File: config.mk
export PLATFORM = sky130hd
export DESIGN_NAME = ip_fragment_pair_matcher
export DESIGN_NICKNAME = d
export VERILOG_FILES = /design/src/rtl/core/ipfpm_pkg.sv /design/src/rtl/core/ipfpm_ctrl.sv /design/src/rtl/core/ipfpm_datapath.sv /design/src/rtl/core/ip_fragment_pair_matcher.sv
export SDC_FILE = /design/constraint.sdc
export NUM_CORES = 1
export LEC_CHECK = 0
export ABC_AREA = 1
export BUFFER_PORTS_ARGS = -buffer_cell sky130_fd_sc_hd__buf_4
export CAP_MARGIN = 30
export CORE_ASPECT_RATIO = 0.5
export CORE_MARGIN = 3
export CORE_UTILIZATION = 61
export DETAILED_ROUTE_END_ITERATION = 8
export PLACE_DENSITY = 0.81
export SYNTH_ARGS = -nofsm -noshare
export SYNTH_HDL_FRONTEND = slang
export SYNTH_SLANG_ARGS = --single-unit
File: constraint.sdc
create_clock -name clock -period 6.1 [get_ports clock]
set_clock_uncertainty 0.15 [all_clocks]
set_input_delay 0.61 -clock clock [delete_from_list [all_inputs] [get_ports clock]]
set_output_delay 0.61 -clock clock [all_outputs]
set_load 0.01 [all_outputs]
File: src/rtl/core/ipfpm_pkg.sv
package ipfpm_pkg;

   // table geometry
   localparam int ENTRIES = 4;
   localparam int IDX_W   = (ENTRIES > 1) ? $clog2(ENTRIES) : 1;
   localparam int TRIES_W = 4;

   // configuration register indexes
   localparam int CSR_IDX_W  = 1;
   localparam int CSR_DATA_W = 16;
   localparam logic [CSR_IDX_W-1:0] CSR_RETRY_LIMIT = 1'd0;
   localparam logic [CSR_IDX_W-1:0] CSR_MAX_LENGTH  = 1'd1;

   // register reset values
   localparam logic [TRIES_W-1:0] RETRY_LIMIT_RESET = 4'd8;
   localparam logic [15:0]        MAX_LENGTH_RESET  = 16'd1500;

   // result codes
   localparam logic [1:0] OUT_COMPLETED = 2'd0;
   localparam logic [1:0] OUT_STORED    = 2'd1;
   localparam logic [1:0] OUT_MISMATCH  = 2'd2;
   localparam logic [1:0] OUT_NOSLOT    = 2'd3;

   typedef struct packed {
      logic [15:0] frag_ident;
      logic [31:0] source_addr;
      logic [12:0] offset_units;
      logic [15:0] data_length;
   } req_item_type;

   typedef struct packed {
      logic [1:0]  outcome;
      logic [15:0] total_length;
      logic [1:0]  slot;
      logic [15:0] partner_offset;
      logic [15:0] partner_length;
   } rsp_item_type;

   // controller to datapath
   typedef struct packed {
      logic load;
      logic scan;
      logic finish;
   } ctrl_cmd_type;

   // datapath to controller
   typedef struct packed {
      logic hit;
      logic last;
      logic out_blocked;
   } ctrl_status_type;

   typedef enum logic [1:0] {
      ST_IDLE,
      ST_SCAN,
      ST_FINISH
   } ctrl_state_type;

endpackage

File: src/rtl/core/ipfpm_ctrl.sv
module ipfpm_ctrl (
   input  logic                      clock,
   input  logic                      reset,
   input  logic                      req_valid,
   output logic                      req_stall,
   input  ipfpm_pkg::ctrl_status_type status,
   output ipfpm_pkg::ctrl_cmd_type    cmd
);
   import ipfpm_pkg::*;

   ctrl_state_type state_ff, state_in;

   // state register
   always_ff @(posedge clock) begin
      if (reset) begin
         state_ff <= ST_IDLE;
      end else begin
         state_ff <= state_in;
      end
   end

   // next state and commands
   always_comb begin
      state_in   = state_ff;
      cmd        = '0;
      req_stall  = 1'b1;
      case (state_ff)
         ST_IDLE: begin
            req_stall = 1'b0;
            if (req_valid) begin
               cmd.load = 1'b1;
               state_in = ST_SCAN;
            end
         end
         ST_SCAN: begin
            cmd.scan = 1'b1;
            if (status.hit || status.last) begin
               state_in = ST_FINISH;
            end
         end
         ST_FINISH: begin
            // wait until the result register can take the item
            if (!status.out_blocked) begin
               cmd.finish = 1'b1;
               state_in   = ST_IDLE;
            end
         end
         default: begin
            state_in = ST_IDLE;
         end
      endcase
   end

   // an accepted item always starts a scan
   a_accept_scan: assert property (@(posedge clock) disable iff (reset)
      (req_valid && !req_stall) |=> (state_ff == ST_SCAN))
      else $error("accepted item did not start a scan");

   // at most one command per cycle
   a_cmd_onehot: assert property (@(posedge clock) disable iff (reset)
      $onehot0({cmd.load, cmd.scan, cmd.finish}))
      else $error("overlapping datapath commands");

endmodule

File: src/rtl/core/ipfpm_datapath.sv
module ipfpm_datapath (
   input  logic                                clock,
   input  logic                                reset,
   input  logic                                csr_wr_en,
   input  logic [ipfpm_pkg::CSR_IDX_W-1:0]     csr_index,
   input  logic [ipfpm_pkg::CSR_DATA_W-1:0]    csr_wdata,
   input  ipfpm_pkg::req_item_type             req_item,
   output logic                                rsp_valid,
   input  logic                                rsp_stall,
   output ipfpm_pkg::rsp_item_type             rsp_item,
   input  ipfpm_pkg::ctrl_cmd_type             cmd,
   output ipfpm_pkg::ctrl_status_type          status
);
   import ipfpm_pkg::*;

   // configuration
   logic [TRIES_W-1:0] retry_ff, retry_in;
   logic [15:0]        maxlen_ff, maxlen_in;

   // fragment table
   logic [TRIES_W-1:0] tries_ff  [ENTRIES];
   logic [TRIES_W-1:0] tries_in  [ENTRIES];
   logic [15:0]        ident_ff  [ENTRIES];
   logic [31:0]        source_ff [ENTRIES];
   logic [15:0]        eoff_ff   [ENTRIES];
   logic [15:0]        elen_ff   [ENTRIES];

   // scan state
   req_item_type       cur_ff, cur_in;
   logic [IDX_W-1:0]   idx_ff, idx_in;
   logic               matched_ff, matched_in;
   logic               have_free_ff, have_free_in;
   logic [IDX_W-1:0]   hit_idx_ff, hit_idx_in;
   logic [IDX_W-1:0]   free_idx_ff, free_idx_in;
   logic [15:0]        peoff_ff, peoff_in;
   logic [15:0]        pelen_ff, pelen_in;

   // result register
   logic               rsp_valid_ff, rsp_valid_in;
   rsp_item_type       rsp_ff, rsp_in;

   logic               live;
   logic               hit;
   logic               last;
   logic               store_wr;
   logic [15:0]        cur_oset;
   logic [16:0]        sum_cur;
   logic [16:0]        sum_ent;
   logic [16:0]        sum_len;
   logic               pair_ok;

   // per-entry compare at the scan index
   assign live = (tries_ff[idx_ff] != '0);
   assign hit  = live && (ident_ff[idx_ff] == cur_ff.frag_ident)
                      && (source_ff[idx_ff] == cur_ff.source_addr);
   assign last = (idx_ff == IDX_W'(ENTRIES - 1));

   assign status.hit         = hit;
   assign status.last        = last;
   assign status.out_blocked = rsp_valid_ff && rsp_stall;

   // adjacency and length check against the latched partner
   assign cur_oset = {cur_ff.offset_units, 3'b000};
   assign sum_cur  = {1'b0, cur_oset} + {1'b0, cur_ff.data_length};
   assign sum_ent  = {1'b0, peoff_ff} + {1'b0, pelen_ff};
   assign sum_len  = {1'b0, cur_ff.data_length} + {1'b0, pelen_ff};
   assign pair_ok  = ((sum_cur == {1'b0, peoff_ff}) || (sum_ent == {1'b0, cur_oset}))
                     && (sum_len <= {1'b0, maxlen_ff});

   assign store_wr = cmd.finish && !matched_ff && have_free_ff;

   always_comb begin
      retry_in     = retry_ff;
      maxlen_in    = maxlen_ff;
      tries_in     = tries_ff;
      cur_in       = cur_ff;
      idx_in       = idx_ff;
      matched_in   = matched_ff;
      have_free_in = have_free_ff;
      hit_idx_in   = hit_idx_ff;
      free_idx_in  = free_idx_ff;
      peoff_in     = peoff_ff;
      pelen_in     = pelen_ff;
      rsp_valid_in = rsp_valid_ff;
      rsp_in       = rsp_ff;

      // configuration writes
      if (csr_wr_en) begin
         case (csr_index)
            CSR_RETRY_LIMIT: retry_in  = csr_wdata[TRIES_W-1:0];
            CSR_MAX_LENGTH:  maxlen_in = csr_wdata[15:0];
            default: begin
               retry_in = retry_ff;
            end
         endcase
      end

      // take a new item
      if (cmd.load) begin
         cur_in       = req_item;
         idx_in       = '0;
         matched_in   = 1'b0;
         have_free_in = 1'b0;
      end

      // one entry per scan cycle
      if (cmd.scan) begin
         if (hit) begin
            matched_in = 1'b1;
            hit_idx_in = idx_ff;
            peoff_in   = eoff_ff[idx_ff];
            pelen_in   = elen_ff[idx_ff];
         end else if (live) begin
            tries_in[idx_ff] = tries_ff[idx_ff] - TRIES_W'(1);
         end else begin
            have_free_in = 1'b1;
            free_idx_in  = idx_ff;
         end
         if (!hit && !last) begin
            idx_in = idx_ff + IDX_W'(1);
         end
      end

      // result delivered
      if (rsp_valid_ff && !rsp_stall) begin
         rsp_valid_in = 1'b0;
      end

      // decide and load the result register
      if (cmd.finish) begin
         rsp_valid_in = 1'b1;
         rsp_in       = '0;
         if (matched_ff) begin
            rsp_in.slot = 2'(hit_idx_ff);
            if (pair_ok) begin
               rsp_in.outcome        = OUT_COMPLETED;
               rsp_in.total_length   = sum_len[15:0];
               rsp_in.partner_offset = peoff_ff;
               rsp_in.partner_length = pelen_ff;
               tries_in[hit_idx_ff]  = '0;
            end else begin
               rsp_in.outcome = OUT_MISMATCH;
            end
         end else if (have_free_ff) begin
            rsp_in.outcome        = OUT_STORED;
            rsp_in.slot           = 2'(free_idx_ff);
            tries_in[free_idx_ff] = retry_ff;
         end else begin
            rsp_in.outcome = OUT_NOSLOT;
         end
      end
   end

   // control registers
   always_ff @(posedge clock) begin
      if (reset) begin
         retry_ff     <= RETRY_LIMIT_RESET;
         maxlen_ff    <= MAX_LENGTH_RESET;
         tries_ff     <= '{default: '0};
         matched_ff   <= 1'b0;
         have_free_ff <= 1'b0;
         rsp_valid_ff <= 1'b0;
      end else begin
         retry_ff     <= retry_in;
         maxlen_ff    <= maxlen_in;
         tries_ff     <= tries_in;
         matched_ff   <= matched_in;
         have_free_ff <= have_free_in;
         rsp_valid_ff <= rsp_valid_in;
      end
   end

   // payload registers
   always_ff @(posedge clock) begin
      cur_ff      <= cur_in;
      idx_ff      <= idx_in;
      hit_idx_ff  <= hit_idx_in;
      free_idx_ff <= free_idx_in;
      peoff_ff    <= peoff_in;
      pelen_ff    <= pelen_in;
      rsp_ff      <= rsp_in;
   end

   // table data, written only when a fragment is stored
   always_ff @(posedge clock) begin
      if (store_wr) begin
         ident_ff[free_idx_ff]  <= cur_ff.frag_ident;
         source_ff[free_idx_ff] <= cur_ff.source_addr;
         eoff_ff[free_idx_ff]   <= cur_oset;
         elen_ff[free_idx_ff]   <= cur_ff.data_length;
      end
   end

   assign rsp_valid = rsp_valid_ff;
   assign rsp_item  = rsp_ff;

   // a finished item never overwrites a result still waiting
   a_no_overwrite: assert property (@(posedge clock) disable iff (reset)
      cmd.finish |-> !(rsp_valid_ff && rsp_stall))
      else $error("result overwritten while stalled");

   // a dropped fragment without a slot reports a zero slot and a zero total length
   a_noslot_zero: assert property (@(posedge clock) disable iff (reset)
      (rsp_valid_ff && (rsp_ff.outcome == OUT_NOSLOT))
      |-> ((rsp_ff.slot == '0) && (rsp_ff.total_length == '0)))
      else $error("no-slot result carries data");

endmodule

File: src/rtl/core/ip_fragment_pair_matcher.sv
// A result is registered once its item has been scanned: one scan cycle per table entry
// until a match or the last entry, then a decision in the finish state, which waits while
// a result is still stalled. A new item is taken only after the last one is finished,
// as the single compare unit visits one entry per cycle.
// Reset (synchronous): all entries free, retry_limit 8, max_length 1500,
// no result pending; the entry data is not cleared.
module ip_fragment_pair_matcher (
   input  logic                             clock,
   input  logic                             reset,
   input  logic                             csr_wr_en,
   input  logic [ipfpm_pkg::CSR_IDX_W-1:0]  csr_index,
   input  logic [ipfpm_pkg::CSR_DATA_W-1:0] csr_wdata,
   input  logic                             req_valid,
   output logic                             req_stall,
   input  ipfpm_pkg::req_item_type          req_item,
   output logic                             rsp_valid,
   input  logic                             rsp_stall,
   output ipfpm_pkg::rsp_item_type          rsp_item
);
   import ipfpm_pkg::*;

   ctrl_cmd_type    cmd;
   ctrl_status_type status;

   ipfpm_ctrl u_ctrl (
      .clock     (clock),
      .reset     (reset),
      .req_valid (req_valid),
      .req_stall (req_stall),
      .status    (status),
      .cmd       (cmd)
   );

   ipfpm_datapath u_datapath (
      .clock     (clock),
      .reset     (reset),
      .csr_wr_en (csr_wr_en),
      .csr_index (csr_index),
      .csr_wdata (csr_wdata),
      .req_item  (req_item),
      .rsp_valid (rsp_valid),
      .rsp_stall (rsp_stall),
      .rsp_item  (rsp_item),
      .cmd       (cmd),
      .status    (status)
   );

endmodule

# Word level (Yosys, flattened, before mapping)
# Memories as Yosys holds them, arrays and structs flattened. A register that Yosys moved wholly into a read port is not among the register bits.
# Index checks and enable logic that the tools add are counted.
# W data, S select, Z words.
[totals] reg_bits=192 ramBits=308 inputBits=99 out_inout_bits=54 elab_cells=130 memories=4
[memory_table] memory="u_datapath.source_ff" words=4 width=32 read_ports=1 rd_clocked_by_memory_dff=1 wr=1 line="ipfpm_datapath.sv:24" source="logic [31:0] source_ff [ENTRIES];"
[memory_table] memory="u_datapath.elen_ff" words=4 width=16 read_ports=1 rd_clocked_by_memory_dff=1 wr=1 line="ipfpm_datapath.sv:26" source="logic [15:0] elen_ff [ENTRIES];"
[memory_table] memory="u_datapath.ident_ff" words=4 width=16 read_ports=1 rd_clocked_by_memory_dff=1 wr=1 line="ipfpm_datapath.sv:23" source="logic [15:0] ident_ff [ENTRIES];"
[memory_table] memory="u_datapath.eoff_ff" words=4 width=13 read_ports=1 rd_clocked_by_memory_dff=1 wr=1 line="ipfpm_datapath.sv:25" source="logic [15:0] eoff_ff [ENTRIES];"
[op_classes] n_addsub=5 magnitude_cmp=7 n_eq_ne=10 mux=47 bitwise=8 n_reduce_logical=26
[op_table] op="$mux W16" n=7
[op_table] op="$add A16 B16 Y17" n=3
[op_table] op="$eq A17 B16 Y1" n=2
[op_table] op="$bwmux W16" n=2
[op_table] op="$eq A32 B32 Y1" n=1
[op_table] op="$demux W4 S2" n=3
[op_table] op="$mux W2" n=11
[op_table] op="$mux W4" n=5
[op_table] op="$le A17 B16 Y1" n=1
[op_table] op="$mux W1" n=17
[op_table] op="$and A16 B16 Y16" n=1
[op_table] op="$eq A16 B16 Y1" n=1
[op_table] op="$not A16 Y16" n=1
[op_table] op="$logic_and A1 B1 Y1" n=11
[op_table] op="$ge A3 B3 Y1 const B" n=3
[op_table] op="$lt A3 B1 Y1 const B" n=3
[op_table] op="$not A2 Y3" n=3
[op_table] op="$bmux W4 S2" n=1
[op_table] op="$reduce_and A2 Y1" n=4
[op_table] op="$pmux W2 S3" n=1
[op_table] op="$reduce_and A3 Y1" n=2
[op_table] op="$eq A2 B2 Y1 const B" n=2
[op_table] op="$logic_not A1 Y1" n=4
[op_table] op="$ne A2 B2 Y1 const B" n=2
[op_table] op="other kinds (9)" n=12

# Depth between registers and ports, before layout
[logic_depth] ltp_word=13 ltp_mapped=24 depth_no_buf=24

# Hierarchy
# A second synthesis with hierarchy kept.
[unflattened] cells_unflattened=2204 hier_area_um2=22990.8
[by_module_without_submodules] mod="ipfpm_datapath" n_inst=1 cells_each=2184 area_each_um2=22873.2 seq_area_each_um2=14844.2
[by_module_without_submodules] mod="ipfpm_ctrl" n_inst=1 cells_each=20 area_each_um2=117.6 seq_area_each_um2=40.0

# Worst setup path before layout
# OpenSTA, ideal clock, no wires.
[synth_path] path_kind="in2reg" from="in rsp_stall" to="reg u_datapath.tries_ff[11] (netlist bit)" setup_ps=91 t_arrival_ps=5059 t_required_ps=5859 slack_ps=800 cell_stages=9 n_path_buf=0 path_cell_list="nand2_1 nand2_1 nor2_1 inv_1 nor2_1 inv_1 nand3_1 nand2_1 a21oi_1"
[synth_between] elab_chain_len=4
[synth_lines] element="start: declaration" line="ip_fragment_pair_matcher.sv:17" source="input logic rsp_stall,"
[synth_lines] element="$logic_and A1 B1 Y1" line="ipfpm_datapath.sv:60" source="assign status.out_blocked = rsp_valid_ff && rsp_stall;"
[synth_lines] element="$mux W1" line="ipfpm_ctrl.sv:43" source="if (!status.out_blocked) begin"
[synth_lines] element="$mux W1" line="ipfpm_ctrl.sv:27" source="case (state_ff)"
[synth_lines] element="$mux W16" line="ipfpm_datapath.sv:130" source="if (cmd.finish) begin"
[synth_lines] element="end signal: assignment" line="ipfpm_datapath.sv:166" source="tries_ff <= tries_in;"
[synth_lines] element="end: declaration" line="ipfpm_datapath.sv:21" source="logic [TRIES_W-1:0] tries_ff [ENTRIES];"
# Every way passes these cells.
# A chain may end at the register's enable or synchronous reset.

# Worst setup path after layout
[layout_path] from="reg u_datapath.cur_ff[0] (netlist bit)" to="reg u_datapath.rsp_ff, in the netlist u_datapath.rsp_item[51] (data pin)"
[layout_between] word_cells_on_any_way=8
[layout_lines] element="start: declaration" line="ipfpm_datapath.sv:29" source="req_item_type cur_ff, cur_in;"
[layout_lines] element="start signal: assignment" line="ipfpm_datapath.sv:175" source="cur_ff <= cur_in;"
[layout_lines] element="$add A16 B16 Y17" line="ipfpm_datapath.sv:66" source="assign sum_len = {1'b0, cur_ff.data_length} + {1'b0, pelen_ff};"
[layout_lines] element="named net u_datapath.sum_len[14]" line="ipfpm_datapath.sv:49" source="logic [16:0] sum_len;"
[layout_lines] element="$le A17 B16 Y1" line="ipfpm_datapath.sv:68" source="&& (sum_len <= {1'b0, maxlen_ff});"
[layout_lines] element="$logic_and A1 B1 Y1" line="ipfpm_datapath.sv:68"
[layout_lines] element="$mux W2" line="ipfpm_datapath.sv:135" source="if (pair_ok) begin"
[layout_lines] element="$mux W2" line="ipfpm_datapath.sv:133" source="if (matched_ff) begin"
[layout_lines] element="end signal: assignment" line="ipfpm_datapath.sv:181" source="rsp_ff <= rsp_in;"
[layout_lines] element="end: declaration" line="ipfpm_datapath.sv:40" source="rsp_item_type rsp_ff, rsp_in;"
# The timed path passes the listed nets, and every way through them passes these cells.

==> run metrics <==
number of vias in the routed layout=15900; chip width=around 280 um; number of enable-type register cells in the synthesized netlist=roughly 470; DRC violation total after the first TritonRoute iteration=about 1600; number of CTS-inserted buffers=between 40 and 50; routability-driven placement congestion ratio=between 0.9 and 1; Top Ports=153; power per standard cell area=around 350 nW/um^2; total number of placement rows=49; vertical die dimension=142 um; fraction of registers with async set/reset=0%; buffer type at the clock tree root=clkbuf_16; clock network latency to the later pin of the worst-skew pair=between 0.5 and 0.6 ns; status=complete, no violations; core area=between 30000 and 40000 um^2; CP endpoint kind=register; actual slew at the worst max-slew pin=between 0.9 and 1 ns; layout net count=~2400; placed wire-length estimate after detailed placement=roughly 34 mm; crit path kind=register to register; Die Outline Area=just under 40000 um^2; diode count=0; Post-CTS Hold Buffers=0; arrival time of data at the critical path endpoint=4.74 ns; Clock Pin Slew Worst Setup and Hold Paths=roughly 0.07 ns; Routed wire per std cell=18.7 um; critical path fanouts, max=42; cell count after placement=2713; overall power of the completed layout=~9.2 mW; final sum of negative setup slack=0 ns; total wirelength of the detailed-routed design=~52 mm; Resized cells post-CTS=0; Critical Path Source Type=register; share of synthesized area occupied by flip-flops and latches=between 60% and 70%; CTS tree=done; Syn. warnings=0; share of final-layout standard cells stronger than drive strength 1=11.0%; capture point of the worst path=u_datapath.rsp_item[51]; max cap viols=0; DR vias/cell=5.70; number of fill cells in the layout=around 2500; unrepaired setup endpoints after global routing=no; endpoint of the worst register-to-register path=u_datapath.rsp_item[51]; FF-to-FF Start=u_datapath.cur_ff[0]; post-synthesis sequential element count=just over 500; number of clock sinks seen by CTS=510; required time of the critical path=6.26 ns; area delta synth->final=14.2%; post-synthesis area per instance=around 11 um^2; netlist area before placement=~23000 um^2; quantity of I/O buffers inserted on ports=approximately 150; leakage power summed over all cells=between 10 and 15 nW; CTS H-tree lvls=2; maximum number of pins on one net before global-route repair=between 90 and 100; DRT antenna net count=0; number of distinct library cell variants in the gate-level netlist after synthesis=40; number of antenna violations at the first check in global routing=0; fin crit share=around three quarters; number of global-route vias before repair=around 15000; starting density of the core=62.5%; number of standard cells after synthesis=between 2000 and 2500; number of buffers inserted to repair setup after CTS=0; cells on worst reg2reg path=23; worst hold path class=input port to register; main flop type after synthesis=edfxtp_1; DRC Markers=0; Clock Tree Buf Depth=3; final-report setup violation count=0; Congestion Overflow GR=0; post-layout min period=between 4 and 5 ns; count of pins over their slew limit=0; Peak VDD IR=around 0.31 mV; first-pass GRT wire length=about 81 mm; Critical Path Source=u_datapath.cur_ff[0]; GR Util All Layers=roughly a quarter; Final Hold Vio Count=0; Fmax achieved=~220 MHz; worst slew slack as a fraction of its limit=between 30 and 40%; Register-to-Register Setup Slack=approximately 1.5 ns; count of placed standard cells in the final layout, fillers left out=about 2800; first-pass iteration count of the detailed router=6
-- synthesized netlist by cell type (2+ instances only) --
| master | instances | share of area (%) |
|---|---|---|
| ha_1 | 63 | 3.5 |
| nand2_1 | 595 | 9.8 |
| o21ai_0 | 94 | 2.1 |
| inv_2 | 2 | 0.033 |
| a31oi_1 | 7 | 0.19 |
| o22ai_1 | 30 | 0.83 |
| nand3_1 | 183 | 4.0 |
| dfxtp_1 | 43 | 3.8 |
| nor3_1 | 12 | 0.26 |
| inv_1 | 172 | 2.8 |
| nor2_1 | 204 | 3.4 |
| edfxtp_1 | 467 | 62 |
| o21bai_1 | 3 | 0.099 |
| a21oi_1 | 59 | 1.3 |
| clkbuf_1 | 31 | 0.51 |
| or2_2 | 2 | 0.055 |
| nand3b_1 | 37 | 1.2 |
| o211ai_1 | 8 | 0.26 |
| nand4_1 | 12 | 0.33 |
| xor2_1 | 22 | 0.85 |
| buf_4 | 15 | 0.50 |
| buf_2 | 22 | 0.49 |
| a32o_1 | 2 | 0.088 |
| xnor2_1 | 23 | 0.89 |
| nand2_2 | 2 | 0.055 |
| fa_1 | 3 | 0.26 |
-- cell usage in the layout, fill, tap and decap left out, types with 4 or more instances in the layout --
cell type	Yosys	final
clkinv_2	0	7
bufinv_16	0	6
clkbuf_8	0	4
a21oi_1	59	59
clkbuf_1	31	10
nor2_1	204	201
xor2_1	22	22
inv_1	172	169
buf_4	15	164
o211ai_1	8	8
o21ai_0	94	94
buf_12	0	5
ha_1	63	63
nand4_1	12	12
nor3_1	12	12
clkbuf_16	0	46
edfxtp_1	467	467
a31oi_1	7	7
nand3b_1	37	37
dfxtp_1	43	41
xnor2_1	23	23
nand2_1	595	595
o22ai_1	30	30
nand3_1	183	183
clkinv_1	1	6
-- stage by stage --
stage	hold slack (ns)	cell area, um^2	worst slack [ns]	util, %
6_report	0.0677	25900	1.52	71.3
5_1_grt	0.0448	25900	1.18	71.3
4_1_cts	0.0525	25800	1.06	71.2
3_5_place_dp	0.315	24300	1.11	67.0
3_3_place_gp	0.306	24200	1.45	66.7
2_1_floorplan	0.280	22700	0.800	-
-- where the power goes --
part / internal (mW) / switching (mW) / leakage, nW
Sequential: 4.00 / 0.146 / 4.62
Combinational: 0.694 / 1.41 / 5.12
Clock: 1.69 / 1.24 / 0.735
-- sequential cells by signal, summed over array words and instances, names as in the netlist, 4 cells and up --
register and count:
u_datapath.rsp_item 49, u_datapath.tries_ff 16, u_datapath.eoff_ff 52, u_datapath.source_ff 128, u_datapath.peoff_ff 13, u_datapath.maxlen_ff 16
u_datapath.elen_ff 64, u_datapath.pelen_ff 16, u_datapath.retry_ff 4, u_datapath.ident_ff 64, u_datapath.cur_ff 77
-- logic make-up after synthesis --
group | after synthesis | synth area share (%)
AND/OR/NAND/NOR | 1051 | 19.3
flip-flops | 510 | 65.6
buffers and inverters | 245 | 4.46
AO/OA/AOI/OAI | 209 | 5.07
adder cells (fa/ha/maj) | 66 | 3.74
XOR/XNOR | 45 | 1.74
other | 1 | 0.0165
-- critical path: stages (launching register included) --
cell       delay, ns
edfxtp_1        0.43
ha_1            0.22
inv_1           0.07
fa_1            0.39
inv_1           0.10
nand3_1         0.08
nand2_1         0.13
nand2_1         0.08
nand2_1         0.12
a21oi_1         0.10
o21ai_0         0.36
a31oi_1         0.17
xor2_1          0.20
inv_1           0.07
ha_1            0.31
a21oi_1         0.16
o2111ai_1       0.13
nor2_1          0.14
nand3_1         0.08
nand2_1         0.20
nand3_2         0.24
buf_12          0.25
nand2_1         0.08
inv_1           0.04
-- metal layers --
metal,track usage (%),vias up,wire (um)
li1,-,7577,-
met1,35.5,7568,21000
met2,45.0,708,25800
met3,4.11,96,4310
met4,8.47,0,1290
met5,0,-,0
-- area by class of cell --
type                    count  area, um^2  area share [%]
inverters                 175         663            2.56
well taps                 484         606            2.34
repair buffers            172        1410            5.46
multi-input cells        1374        6800            26.3
clock inverters            22         273            1.05
clock buffers              60        1240            4.80
flip-flops and latches    510       14900            57.5
-- worst min path at each step --
stage                                  startpoint                       to  cells past startpoint
after floorplan            u_datapath.retry_ff[3]   u_datapath.retry_ff[3]                      2
after global placement    u_datapath.maxlen_ff[9]  u_datapath.maxlen_ff[9]                      2
after detailed placement  u_datapath.maxlen_ff[9]  u_datapath.maxlen_ff[9]                      2
after CTS                            req_item[70]    u_datapath.cur_ff[70]                      1
after global routing                 req_item[32]    u_datapath.cur_ff[32]                      1
final                                req_item[23]    u_datapath.cur_ff[23]                      1
(Power assumes the default switching activity.)
